<file path="config.mk">
export PLATFORM = sky130hd
export DESIGN_NAME = dsq_controller
export DESIGN_NICKNAME = d
export VERILOG_FILES = /design/src/design/dsq_pkg.sv /design/src/design/dsq_controller.sv
export SDC_FILE = /design/constraint.sdc
export NUM_CORES = 1
export LEC_CHECK = 0
export ABC_CLOCK_PERIOD_IN_PS = 4700
export BUFFER_PORTS_ARGS = -buffer_cell sky130_fd_sc_hd__buf_2
export CAP_MARGIN = 10
export CORE_ASPECT_RATIO = 2
export CORE_MARGIN = 2
export CORE_UTILIZATION = 25
export DETAILED_ROUTE_END_ITERATION = 7
export GPL_TIMING_DRIVEN = 1
export PLACE_DENSITY = 0.52
export SYNTH_ARGS = -nofsm -noshare
export SYNTH_HDL_FRONTEND = slang
export SYNTH_SLANG_ARGS = --single-unit
</file>
<file path="constraint.sdc">
create_clock -name clock -period 4.7 [get_ports clock]
set_input_delay 0.47 -clock clock [delete_from_list [all_inputs] [get_ports clock]]
set_output_delay 0.47 -clock clock [all_outputs]
set_load 0.05 [all_outputs]
</file>
<file path="src/design/dsq_pkg.sv">
// ----------------------------------------------------------------------------
// dsq_pkg: shared types and constants
// Constants, command/status structs and helpers for the terrain generator.
// ----------------------------------------------------------------------------
package dsq_pkg;

   localparam int GRID_LOG2_DEFAULT = 5;
   localparam int COORD_W = 11;                  // holds 2^10 (highest parameter value)
   localparam logic [31:0] LFSR_TAPS = 32'h8020_0003;

   typedef enum logic [1:0] {
      CSR_MIN_HEIGHT = 2'd0,
      CSR_MAX_HEIGHT = 2'd1,
      CSR_ROUGHNESS  = 2'd2,
      CSR_SEED       = 2'd3
   } csr_index_type;

   // datapath operations issued per grid point
   typedef enum logic [1:0] {
      OP_CORNER = 2'd0,
      OP_SQUARE = 2'd1,
      OP_DIAMOND = 2'd2
   } point_op_type;

   typedef struct packed {
      logic                start;   // load lfsr, prepare range
      logic                go;      // compute one point
      point_op_type        op;
      logic [COORD_W-1:0]  x;
      logic [COORD_W-1:0]  y;
      logic [COORD_W-1:0]  half;
      logic [3:0]          level;
      logic                rd;      // read one point
   } dp_cmd_type;

   typedef struct packed {
      logic busy;
      logic rd_done;
   } dp_status_type;

   function automatic logic [31:0] lfsr_step(input logic [31:0] s);
      logic [31:0] n;
      n = s >> 1;
      if (s[0]) n = n ^ LFSR_TAPS;
      return n;
   endfunction

endpackage

</file>
<file path="src/design/dsq_controller.sv">
// ----------------------------------------------------------------------------
// dsq_controller: sequencer for generate and read requests
// Walks corners, then square and diamond passes per level, one point at a time.
// ----------------------------------------------------------------------------
module dsq_controller #(
   parameter int GRID_LOG2 = dsq_pkg::GRID_LOG2_DEFAULT
) (
   input  logic                   clock,
   input  logic                   reset,
   input  logic                   req_valid,
   input  logic                   req_func,
   input  logic [5:0]             req_col,
   input  logic [5:0]             req_row,
   output logic                   req_ready,
   input  dsq_pkg::dp_status_type status,
   output dsq_pkg::dp_cmd_type    cmd,
   output logic                   done,
   output logic                   done_read,
   input  logic                   out_free
);
   import dsq_pkg::*;

   localparam int EDGE = 1 << GRID_LOG2;
   localparam int CW   = GRID_LOG2 + 1;

   typedef enum logic [5:0] {
      S_IDLE   = 6'b000001,
      S_CORNER = 6'b000010,
      S_SQ     = 6'b000100,
      S_DIA    = 6'b001000,
      S_READ   = 6'b010000,
      S_WAIT   = 6'b100000
   } state_type;

   state_type     st_ff, st_in;
   logic [CW-1:0] x_ff, x_in, y_ff, y_in, chunk_ff, chunk_in;
   logic [3:0]    lv_ff, lv_in;
   logic [1:0]    cn_ff, cn_in;
   logic          issued_ff, issued_in;
   logic [CW-1:0] half;
   logic [CW-1:0] ccol, crow;

   assign half = chunk_ff >> 1;
   assign ccol = ({5'd0, req_col} > COORD_W'(EDGE)) ? CW'(EDGE) : CW'(req_col);
   assign crow = ({5'd0, req_row} > COORD_W'(EDGE)) ? CW'(EDGE) : CW'(req_row);
   assign req_ready = (st_ff == S_IDLE) && out_free;

   always_comb begin
      st_in = st_ff; x_in = x_ff; y_in = y_ff; chunk_in = chunk_ff; lv_in = lv_ff;
      cn_in = cn_ff; issued_in = issued_ff;
      cmd = '0; done = 1'b0; done_read = 1'b0;
      unique case (st_ff)
         S_IDLE: if (req_valid && req_ready) begin
            if (req_func) begin
               cmd.rd = 1'b1; cmd.x = COORD_W'(ccol); cmd.y = COORD_W'(crow);
               st_in = S_READ;
            end else begin
               cmd.start = 1'b1; cn_in = '0; issued_in = 1'b0;
               chunk_in = CW'(EDGE); lv_in = '0; st_in = S_CORNER;
            end
         end
         S_READ: if (status.rd_done) begin
            done = 1'b1; done_read = 1'b1; st_in = S_IDLE;
         end
         S_CORNER, S_SQ, S_DIA: begin
            if (!issued_ff) begin
               cmd.go = 1'b1; cmd.level = lv_ff; cmd.half = COORD_W'(half);
               if (st_ff == S_CORNER) begin
                  cmd.op = OP_CORNER;
                  cmd.x = cn_ff[0] ? COORD_W'(EDGE) : '0;
                  cmd.y = cn_ff[1] ? COORD_W'(EDGE) : '0;
               end else if (st_ff == S_SQ) begin
                  cmd.op = OP_SQUARE;
                  cmd.x = COORD_W'(x_ff + half); cmd.y = COORD_W'(y_ff + half);
               end else begin
                  cmd.op = OP_DIAMOND; cmd.x = COORD_W'(x_ff); cmd.y = COORD_W'(y_ff);
               end
               issued_in = 1'b1;
            end else if (!status.busy) begin
               issued_in = 1'b0;
               if (st_ff == S_CORNER) begin
                  cn_in = cn_ff + 2'd1;
                  if (cn_ff == 2'd3) begin
                     st_in = S_SQ; x_in = '0; y_in = '0;
                  end
               end else if (st_ff == S_SQ) begin
                  if (CW'(y_ff + chunk_ff) < CW'(EDGE)) y_in = y_ff + chunk_ff;
                  else begin
                     y_in = '0;
                     if (CW'(x_ff + chunk_ff) < CW'(EDGE)) x_in = x_ff + chunk_ff;
                     else begin
                        st_in = S_DIA; x_in = '0; y_in = half;
                     end
                  end
               end else begin
                  if (CW'(y_ff + chunk_ff) < CW'(EDGE)) y_in = y_ff + chunk_ff;
                  else if (CW'(x_ff + half) < CW'(EDGE)) begin
                     x_in = x_ff + half;
                     // next column starts at (x+2*half) % chunk
                     y_in = (CW'(x_ff + chunk_ff) & (chunk_ff - CW'(1)));
                  end else if (chunk_ff > CW'(2)) begin
                     chunk_in = half; lv_in = lv_ff + 4'd1;
                     x_in = '0; y_in = '0; st_in = S_SQ;
                  end else st_in = S_WAIT;
               end
            end
         end
         S_WAIT: begin
            done = 1'b1; st_in = S_IDLE;
         end
         default: st_in = S_IDLE;
      endcase
   end

   always_ff @(posedge clock) begin
      if (reset) begin
         st_ff <= S_IDLE; issued_ff <= 1'b0;
      end else begin
         st_ff <= st_in; issued_ff <= issued_in;
      end
      x_ff <= x_in; y_ff <= y_in; chunk_ff <= chunk_in; lv_ff <= lv_in; cn_ff <= cn_in;
   end
endmodule

</file>
==> load_flow_metrics.sql <==
INSERT INTO impl_metrics (metric_group, metric, value, unit) VALUES
('finish', 'final_instance_count_without_filler_cells', '516', ''),
('finish', 'syn2layout_area_growth', '16.41', '%'),
('floorplan', 'dieWidth', '80.33', 'µm'),
('yosys', 'yosysTopAreaCellShare', '23.71', '%'),
('critical_path', 'max_stage_delay', '760', 'ps'),
('drt', 'vias', '2523', ''),
('finish', 'antenna_cells', '0', ''),
('drt', 'postRouteWirelength', '8785', 'µm'),
('clock_tree', 'ctsHtreeMaxLevel', '2', ''),
('critical_path', 'crit_arrival', '3140', 'ps'),
('yosys', 'ys_types', '57', ''),
('sta', 'worstMarginPinSlew', '903.8', 'ps'),
('clock_tree', 'latest_clock_arrival_within_the_worst_skew_pair', '280', 'ps'),
('finish', 'drive_gt1_share', '19.79', '%'),
('sta', 'setup_tns', '0', 'ps'),
('critical_path', 'crit_family', 'simple AND/OR/NAND/NOR gates', ''),
('critical_path', 'ff2ff_path_depth', '7', ''),
('placement', 'postPlaceCellArea', '3226', 'µm²'),
('placement', 'detailed_place_hpwl', '7227', 'µm'),
('global_routing', 'first_global_vias', '2564', ''),
('placement', 'place_ws', '1550', 'ps'),
('drt', 'wire_length_per_cell', '17.03', 'µm'),
('clock_tree', 'clock_tree_from_tritoncts', 'yes', ''),
('yosys', 'dominant_cells_by_area_after_synthesis', 'sky130_fd_sc_hd__edfxtp_1, sky130_fd_sc_hd__ha_1, sky130_fd_sc_hd__dfxtp_1, sky130_fd_sc_hd__buf_4, sky130_fd_sc_hd__nor2_1', ''),
('finish', 'final_design_area_no_fill', '3391', 'µm²'),
('min_path', 'min_path_cells', '3', ''),
('yosys', 'ys_warn_count', '0', ''),
('placement', 'number_of_i_o_port_buffers', '48', ''),
('finish', 'finalNetCount', '422', ''),
('clock_tree', 'cts_made_buffers', '5', ''),
('sta', 'skew', '7.888', 'ps'),
('clock_tree', 'clk_pin_slew', '60', 'ps'),
('yosys', 'synth_top_cells_by_count', 'sky130_fd_sc_hd__nor2_1, sky130_fd_sc_hd__ha_1, sky130_fd_sc_hd__nand2_1', ''),
('global_routing', 'grt_antenna_before_repair', '0', ''),
('sta', 'final.setup.worst_slack', '1468', 'ps'),
('yosys', 'synth_ff_type', 'sky130_fd_sc_hd__edfxtp_1', ''),
('placement', 'globalplace.congestion', '0.9323', ''),
('sta', 'finalWorstPathRequiredPeriod', '3232', 'ps'),
('floorplan', 'die_area', '12580', 'µm²'),
('critical_path', 'worstReg2RegStart', 'chunk_ff[3]', ''),
('floorplan', 'initial_utilization', '25.65', '%'),
('clock_tree', 'clock_sink_count', '30', ''),
('yosys', 'synth_seq_area_share', '28.52', '%'),
('drt', 'postRouteAntennaNets', '0', ''),
('critical_path', 'timing.critical_path.fanout_max', '13', ''),
('power_and_ir_drop', 'total_power', '1.200', 'mW'),
('min_path', 'hp-class', 'input pin to flip-flop', ''),
('critical_path', 'cp_slowest_cell', 'sky130_fd_sc_hd__nor3_1', ''),
('power_and_ir_drop', 'pwr_density_cell', '353.9', 'nW/µm²'),
('drt', 'dr.first_iter.drc_count', '144', ''),
('clock_tree', 'clockBufferDepth', '2', ''),
('clock_tree', 'post_cts_resized', '0', ''),
('power_and_ir_drop', 'vdd_drop_max', '0.1717', 'mV'),
('floorplan', 'coreArea', '11350', 'µm²'),
('drt', 'detail_route.vias_per_cell', '4.890', ''),
('sta', 'max_freq', '0.3094', 'GHz'),
('status', 'outcome', 'finished clean', ''),
('critical_path', 'critical_path.reg2reg.endpoint', 'x_ff[3]', ''),
('sta', 'grt_setup_unrepaired', 'false', ''),
('yosys', 'gate_count_post_synth', '327', ''),
('sta', 'report.final.setup_viol', '0', ''),
('sta', 'finalHoldViolations', '0', ''),
('clock_tree', 'hold_buffers', '0', ''),
('critical_path', 'required_time_reported_for_the_critical_path_endpoint', '4610', 'ps'),
('yosys', 'netlist.top_cell.by_area', 'sky130_fd_sc_hd__edfxtp_1', ''),
('sta', 'slew_viol_final', '0', ''),
('yosys', 'synth_edf_count', '23', ''),
('yosys', 'yosys.cell_count.top_type', 'sky130_fd_sc_hd__nor2_1', ''),
('critical_path', 'worst-r2r-setup-slack', '1470', 'ps'),
('sta', 'hold-worst-slack', '503.7', 'ps'),
('critical_path', 'critPathLaunchType', 'flip-flop', '');
## flip-flops by register name (all words and copies together) (netlist names)
| name | flops |
|---|---|
| x_ff | 5 |
| y_ff | 6 |
| cn_ff | 2 |
| st_ff | 6 |
| issued_ff | 1 |
| chunk_ff | 6 |
| lv_ff | 4 |
## cell usage in the layout (no fill, tap or decap), drive strengths merged, types with 2 or more instances in the layout
cell type and n:
mux2 3, fa 4, nand2b 3, a32oi 2, o22ai 3, nand3b 2
a21oi 18, nor2b 6, dfxtp 7, and2 15, nand4 2, clkinv 3
inv 16, a22oi 9, o21ai 20, a21o 7, a211oi 6, o211a 2
a22o 3, nor4b 6, clkbuf 5, a221o 2, nand3 7, buf 49
nor2 31, xnor2 9, nor3 13, conb 15, and3 4, ha 26
xor2 11, edfxtp 23, a31oi 3, nand2 26
## layout make-up
class	count	area, µm²
well taps	142	177.7
clock buffers	5	125.1
inverters	17	68.82
repair buffers	49	247.7
fillers	1243	7964
multi-input cells	270	1901
flip-flops and latches	30	830.8
clock inverters	3	40.04
## metal layers
layer	vias to the layer above	part of all wire, %	GRT usage (%)
met5	-	0	0
met4	0	3.3	6.457
met3	15	4.4	1.788
met2	87	56	28.69
met1	1172	36	14.82
li1	1249	-	-
## worst register-to-register path, delay by kind of cell (launching register included)
kind / cells / cell delay, ps
and+or+nand+nor: 3 / 1280
AOI/OAI and AO/OA: 3 / 550
adders and majority gates: 1 / 430
DFF: 1 / 600
## worst max path at each step
stage	start	end	depth (start not counted)
floorplan	chunk_ff[2]	chunk_ff[0]	7
global placement	chunk_ff[2]	x_ff[2]	7
detailed placement	chunk_ff[1]	st_ff[1]	12
CTS	chunk_ff[2]	cmd[31]	9
global route	chunk_ff[1]	st_ff[1]	12
finish	chunk_ff[3]	x_ff[3]	7
## logic make-up (layout without fill, tap and decap cells)
family | Yosys count | after routing | share of synthesized area (%)
AO/OA/AOI/OAI | 82 | 82 | 18.86
flip-flops | 30 | 30 | 28.52
buffers and inverters | 41 | 74 | 8.247
XOR/XNOR | 20 | 20 | 6.014
multiplexers | 4 | 4 | 1.761
other | 1 | 15 | 0.1287
adder cells (fa/ha/maj) | 30 | 30 | 13.92
AND/OR/NAND/NOR | 119 | 119 | 22.55
## power by group
group          switching (mW)  internal (mW)  leakage [nW]  total, mW
Clock                   0.117          0.248        0.0836      0.365
Combinational           0.319          0.154          1.14      0.473
Sequential             0.0477          0.314         0.267      0.362
Total                   0.484          0.716          1.49       1.20
Power figures use the tool's default switching activity.
